$ cat src/sv/crcfgc_pkg.sv
// Shared types, constants and the byte-wide CRC-32 update for the frame CRC block.
package crcfgc_pkg;

   localparam logic [31:0] CRC_POLY      = 32'hEDB88320;
   localparam logic [31:0] CRC_INIT      = 32'hFFFFFFFF;
   localparam int          COUNT_WIDTH   = 3;
   localparam logic [COUNT_WIDTH-1:0] TRAILER_BYTES = 3'd4;
   localparam logic [COUNT_WIDTH-1:0] COUNT_SAT     = 3'd5;

   // Mode codes of the configuration register
   localparam logic MODE_GENERATE = 1'b0;
   localparam logic MODE_CHECK    = 1'b1;

   // One finished frame result
   typedef struct packed {
      logic        short_frame;
      logic        crc_match;
      logic [31:0] crc_value;
   } result_type;

   // Reflected CRC-32 update over one byte, unrolls to an XOR network
   function automatic logic [31:0] crc_feed(input logic [31:0] crc, input logic [7:0] data);
      logic [31:0] c;
      c = crc ^ {24'd0, data};
      for (int k = 0; k < 8; k++) begin
         if (c[0]) begin
            c = (c >> 1) ^ CRC_POLY;
         end else begin
            c = c >> 1;
         end
      end
      return c;
   endfunction

endpackage

$ cat src/sv/crcfgc_frame.sv
// Per-frame CRC state, trailer window and byte count, with the result of a last byte.
module crcfgc_frame (
   input  logic                    clock,
   input  logic                    reset,
   input  logic                    step,
   input  logic [7:0]              data_byte,
   input  logic                    last_byte,
   input  logic                    check_mode,
   output crcfgc_pkg::result_type  result
);
   import crcfgc_pkg::*;

   logic [31:0]            crc_ff, crc_in;
   logic [31:0]            window_ff, window_in;
   logic [COUNT_WIDTH-1:0] count_ff, count_in;

   logic [7:0]             feed_byte;
   logic                   feed_en;
   logic [31:0]            crc_next;
   logic [31:0]            window_next;
   logic [COUNT_WIDTH-1:0] count_next;
   logic [31:0]            crc_out;
   logic                   is_short;

   // Which byte goes into the CRC: the new one, or the one leaving the window
   always_comb begin
      if (check_mode == MODE_CHECK) begin
         feed_byte = window_ff[31:24];
         feed_en   = (count_ff >= TRAILER_BYTES);
      end else begin
         feed_byte = data_byte;
         feed_en   = 1'b1;
      end
      crc_next    = feed_en ? crc_feed(crc_ff, feed_byte) : crc_ff;
      window_next = {window_ff[23:0], data_byte};
      count_next  = (count_ff < COUNT_SAT) ? count_ff + 3'd1 : count_ff;
   end

   // Result fields for a last byte
   always_comb begin
      crc_out          = ~crc_next;
      is_short         = (count_next < COUNT_SAT);
      result.crc_value = crc_out;
      if (check_mode == MODE_CHECK) begin
         result.short_frame = is_short;
         result.crc_match   = !is_short && (window_next == crc_out);
      end else begin
         result.short_frame = 1'b0;
         result.crc_match   = 1'b0;
      end
   end

   // Advance on every request, start over after the last byte
   always_comb begin
      crc_in    = crc_ff;
      window_in = window_ff;
      count_in  = count_ff;
      if (step) begin
         if (last_byte) begin
            crc_in    = CRC_INIT;
            window_in = '0;
            count_in  = '0;
         end else begin
            crc_in    = crc_next;
            window_in = window_next;
            count_in  = count_next;
         end
      end
   end

   always_ff @(posedge clock) begin
      if (reset) begin
         crc_ff    <= CRC_INIT;
         window_ff <= '0;
         count_ff  <= '0;
      end else begin
         crc_ff    <= crc_in;
         window_ff <= window_in;
         count_ff  <= count_in;
      end
   end

endmodule

$ cat src/sv/crc32_frame_generate_check.sv
// Top level of the streaming CRC-32 frame generator and checker.
//
// Frames enter on the req_ channel one byte per request, req_tlast on the
// final byte. One result leaves on the rsp_ channel per frame: the final
// inverted reflected CRC-32 in rsp_tdata, match and short flags in rsp_tuser.
// csr_ writes the mode: 0 computes the CRC over every byte, 1 treats the last
// four bytes as a big-endian trailer and compares it with the CRC of the rest.
// Frames under five bytes in check mode report short_frame instead of a match.
// Write the mode only while no frame is in flight; csr_ready is always high.
//
// Throughput: one byte per cycle, set by the combinational byte-wide XOR
// network that updates the CRC register. Latency: the result is valid in the
// cycle after the last byte is accepted, held in one output register.
// When rsp_tready is low with a result waiting, req_tready drops until the
// result is taken; a result can be taken and a new byte accepted in the same
// cycle. Reset clears the frame state, the mode (to generate) and the output valid flag.
module crc32_frame_generate_check (
   input  logic        clock,
   input  logic        reset,
   // request channel
   input  logic        req_tvalid,
   output logic        req_tready,
   input  logic [7:0]  req_tdata,    // [7:0] data_byte
   input  logic        req_tlast,    // last_byte
   // response channel
   output logic        rsp_tvalid,
   input  logic        rsp_tready,
   output logic [31:0] rsp_tdata,    // [31:0] crc_value
   output logic [1:0]  rsp_tuser,    // [0] crc_match, [1] short_frame
   // mode register write
   input  logic        csr_valid,
   output logic        csr_ready,
   input  logic        csr_data      // [0] check_mode
);
   import crcfgc_pkg::*;

   logic       mode_ff, mode_in;
   logic       out_valid_ff, out_valid_in;
   result_type out_ff, out_in;
   result_type frame_result;
   logic       accept;

   assign csr_ready  = 1'b1;
   assign req_tready = !out_valid_ff || rsp_tready;
   assign accept     = req_tvalid && req_tready;

   crcfgc_frame u_frame (
      .clock      (clock),
      .reset      (reset),
      .step       (accept),
      .data_byte  (req_tdata),
      .last_byte  (req_tlast),
      .check_mode (mode_ff),
      .result     (frame_result)
   );

   // Mode register
   assign mode_in = (csr_valid && csr_ready) ? csr_data : mode_ff;

   // Output register: load on a last byte, empty when taken
   always_comb begin
      out_valid_in = out_valid_ff;
      out_in       = out_ff;
      if (rsp_tvalid && rsp_tready) begin
         out_valid_in = 1'b0;
      end
      if (accept && req_tlast) begin
         out_valid_in = 1'b1;
         out_in       = frame_result;
      end
   end

   always_ff @(posedge clock) begin
      if (reset) begin
         mode_ff      <= MODE_GENERATE;
         out_valid_ff <= 1'b0;
      end else begin
         mode_ff      <= mode_in;
         out_valid_ff <= out_valid_in;
      end
   end

   always_ff @(posedge clock) begin
      out_ff <= out_in;
   end

   assign rsp_tvalid = out_valid_ff;
   assign rsp_tdata  = out_ff.crc_value;
   assign rsp_tuser  = {out_ff.short_frame, out_ff.crc_match};

   // A short frame never reports a match
   a_short_no_match: assert property (@(posedge clock) disable iff (reset)
      rsp_tvalid |-> !(rsp_tuser[0] && rsp_tuser[1]))
      else $error("short frame reported as matching");

   // Generate mode never raises the check flags
   a_generate_flags: assert property (@(posedge clock) disable iff (reset)
      (accept && req_tlast && mode_ff == MODE_GENERATE) |=> (rsp_tuser == 2'b00))
      else $error("flags set in generate mode");

   // A last byte always yields a result in the next cycle
   a_last_gives_result: assert property (@(posedge clock) disable iff (reset)
      (accept && req_tlast) |=> rsp_tvalid)
      else $error("last byte produced no result");

   // An empty output register never stalls the request side
   a_ready_when_empty: assert property (@(posedge clock) disable iff (reset)
      !rsp_tvalid |-> req_tready)
      else $error("request stalled with empty output");

endmodule

$ cat config.mk
export PLATFORM = sky130hd
export DESIGN_NAME = crc32_frame_generate_check
export DESIGN_NICKNAME = d
export VERILOG_FILES = /design/src/sv/crcfgc_pkg.sv /design/src/sv/crcfgc_frame.sv /design/src/sv/crc32_frame_generate_check.sv
export SDC_FILE = /design/constraint.sdc
export NUM_CORES = 1
export LEC_CHECK = 0
export BUFFER_PORTS_ARGS = -buffer_cell sky130_fd_sc_hd__buf_4
export CELL_PAD_IN_SITES_DETAIL_PLACEMENT = 1
export CELL_PAD_IN_SITES_GLOBAL_PLACEMENT = 2
export CORE_UTILIZATION = 39
export CTS_CLUSTER_DIAMETER = 60
export DETAILED_ROUTE_END_ITERATION = 12
export PLACE_DENSITY = 0.76
export SYNTH_ARGS = -nofsm -noshare
export SYNTH_HDL_FRONTEND = slang
export SYNTH_HIERARCHICAL = 1
export SYNTH_SLANG_ARGS = --single-unit
$ cat constraint.sdc
create_clock -name clock -period 3.86 [get_ports clock]
set_input_delay 0.579 -clock clock [delete_from_list [all_inputs] [get_ports clock]]
set_output_delay 0.579 -clock clock [all_outputs]
set_load 0.05 [all_outputs]
==> flow_summary.json <==
{
  "slew_violations": 0,
  "postCtsHoldBufs": 0,
  "period_minus_slack_ns": 3.63,
  "status": "complete, no violations",
  "vias_per_cell": 5.36,
  "ys.flop_type": "dfxtp_1",
  "use_met1": 0.356,
  "final_cells": 870,
  "worst-slew-pin-transition_ns": 1.08,
  "use_met3": 0.0343,
  "drive_above_1_share": 0.176,
  "vdd_ir_drop_max_mv": 0.254,
  "start_util": 0.402,
  "hold_viol": 0,
  "max_freq_ghz": 0.275,
  "h-tree-depth": 3,
  "hold_start": "csr_data",
  "cp-start-kind": "flop",
  "std_cell_rows": 45,
  "clk_pin_slew_ns": 0.07,
  "synthDistinctLibCells": 65,
  "timing.reg2reg.setup_slack_ns": 0.23,
  "slew_headroom": 0.280,
  "design.portCount": 52,
  "path_class": "flop to flop",
  "hold_ws_ns": 0.502,
  "hold_path_class": "primary input to flop",
  "antenna_found_initial": 0,
  "grt_usage": 0.251,
  "grt_max_degree": 70,
  "fp.dieW_um": 127,
  "place.gp.congestion": 0.916,
  "tritoncts": "built",
  "dp_hpwl_mm": 14.2,
  "p_per_area_mw_per_mm2": 598,
  "grt_pass1_wl_mm": 29.6,
  "vias": 4667,
  "routedWlPerCell_um": 22.3,
  "io_buffers": 50,
  "post-synth-top-count-cell": "nor2_1",
  "timing.final.crit_share": 0.941,
  "yosysTopAreaCell": "dfxtp_1",
  "synthArstFlopShare": 0,
  "clock_latency_ns": 0.36,
  "critPathLaunch": "mode_ff$_SDFFE_PP0P_",
  "cts.sinks": 103,
  "clock_path_buffers": 2,
  "grt_overflow": 0,
  "yosysTopAreaCellShare": 0.225,
  "reg2reg_from": "mode_ff$_SDFFE_PP0P_",
  "setup_violations": 0,
  "synth_edf_count": 34,
  "dr.first_iter.drc_count": 344,
  "fin_ws_ns": 0.229,
  "drv_cap": 0,
  "end_kind": "flop",
  "drt_wl_total_mm": 19.4,
  "grt.busiest_layer": "met2",
  "die_area_mm2": 0.0162,
  "ys_warn_count": 6,
  "rsz0062_at_grt": "false",
  "ctsResizeCount": 0,
  "drt_pass1_iterations": 4,
  "fill_cells": 1740,
  "syn-cell-area_mm2": 0.00613,
  "dpl.cell_count": 854,
  "root_buffer": "clkbuf_16",
  "tns_ns": 0,
  "dp_slack_ns": 0.158,
  "drc": 0,
  "ys_seq_area_frac": 0.392,
  "numCtsBuffers": 9,
  "coreArea_mm2": 0.0153,
  "arrival_ns": 3.81,
  "p_leak_uw": 0.00287,
  "crit_required_ns": 4.04,
  "area_delta_synth_final_pct": 14.2,
  "antenna_cells": 0,
  "postRouteAntennaNets": 0,
  "synth-seq-cells": 103,
  "syn_area_per_cell_um2": 9.96,
  "crit_fanout": 7,
  "grtUsageMet2": 0.392,
  "layout.nets": 670,
  "cts_setup_buffers": 0,
  "fin_skew_ns": 0.0133,
  "synth.area.top_cells": "dfxtp_1 23%, edfxtp_1 17%, xnor3_1 11%",
  "synth_cells": 616,
  "syn_nets": 632,
  "ys_top_cells_by_count": "85 x nor2_1, 69 x dfxtp_1, 64 x a21oi_1, 54 x nand2_1, 38 x xnor2_1",
  "grt_pass1_vias": 4789,
  "chipHeight_um": 127
}
## cells by family after synthesis
family / share of synthesized area
DFF: 0.392
buffers and inverters: 0.0355
other: 0.000611
AOI/OAI and AO/OA: 0.132
xor gates and xnor gates: 0.241
adders and majority gates: 0.00204
and+or+nand+nor: 0.155
muxes: 0.0418
## final cells by class
class	count	area [µm²]	area share
clock inverter	5	35.0	0.00500
clock buffer	11	243	0.0347
sequential	103	2400	0.343
tap	211	264	0.0377
timing repair buffer	63	473	0.0675
inverter	18	67.6	0.00965
multi-input combinational	459	3520	0.502
## cell usage in the layout (no fill, tap or decap), types with 11 or more instances in the layout
master     n
a21oi_1   64
buf_4     63
dfxtp_1   69
edfxtp_1  34
inv_1     16
mux2i_1   13
nand2_1   54
nand2b_1  17
nor2_1    84
o21ai_0   11
o22ai_1   12
xnor2_1   38
xnor3_1   29
xor2_1    19
## final timing paths
kind                                                      endpoint  depth (start not counted)
worst min-delay path                          mode_ff$_SDFFE_PP0P_                          3
worst max-delay path                        rsp_tuser[0]$_DFFE_PP_                          9
worst min register to register  u_frame/window_ff[12]$_SDFFE_PP0P_                          2
worst max register to register              rsp_tuser[0]$_DFFE_PP_                          9
## registers in the layout (all words and copies together) (netlist names)
signal	count
u_frame/count_ff	3
mode_ff	1
rsp_tuser	2
rsp_tdata	32
rsp_tvalid	1
u_frame/crc_ff	32
u_frame/window_ff	32
## where the power goes
group | switching [µW] | internal (µW) | total, µW
combinational | 1110 | 821 | 1930
clock | 420 | 456 | 876
sequential | 97.9 | 1280 | 1380
total | 1630 | 2560 | 4190
## metrics by stage
| step | power [µW] | utilization | area [µm²] |
|---|---|---|---|
| after floorplan | 2780 | - | 6130 |
| after global placement | 3300 | 0.441 | 6730 |
| after detailed placement | 3320 | 0.441 | 6730 |
| after CTS | 4210 | 0.459 | 7000 |
| after global routing | 4380 | 0.459 | 7000 |
| final | 4190 | 0.459 | 7000 |
## routing by layer
| metal | part of all wire | wire (µm) |
|---|---|---|
| met2 | 0.46 | 8820 |
| met3 | 0.035 | 682 |
| met5 | 0 | 0 |
| met1 | 0.49 | 9470 |
| met4 | 0.020 | 392 |
## worst max-delay path, stage by stage, from the launching register on
cell	delay [ns]
dfxtp_1	0.38
buf_4	0.25
mux2i_4	0.33
xnor2_4	0.26
xor3_1	0.51
mux2i_1	0.29
xor2_1	0.11
a2111oi_0	0.81
nand4_1	0.21
nor4_2	0.31
Note: power is estimated with default switching activity, not from simulation.
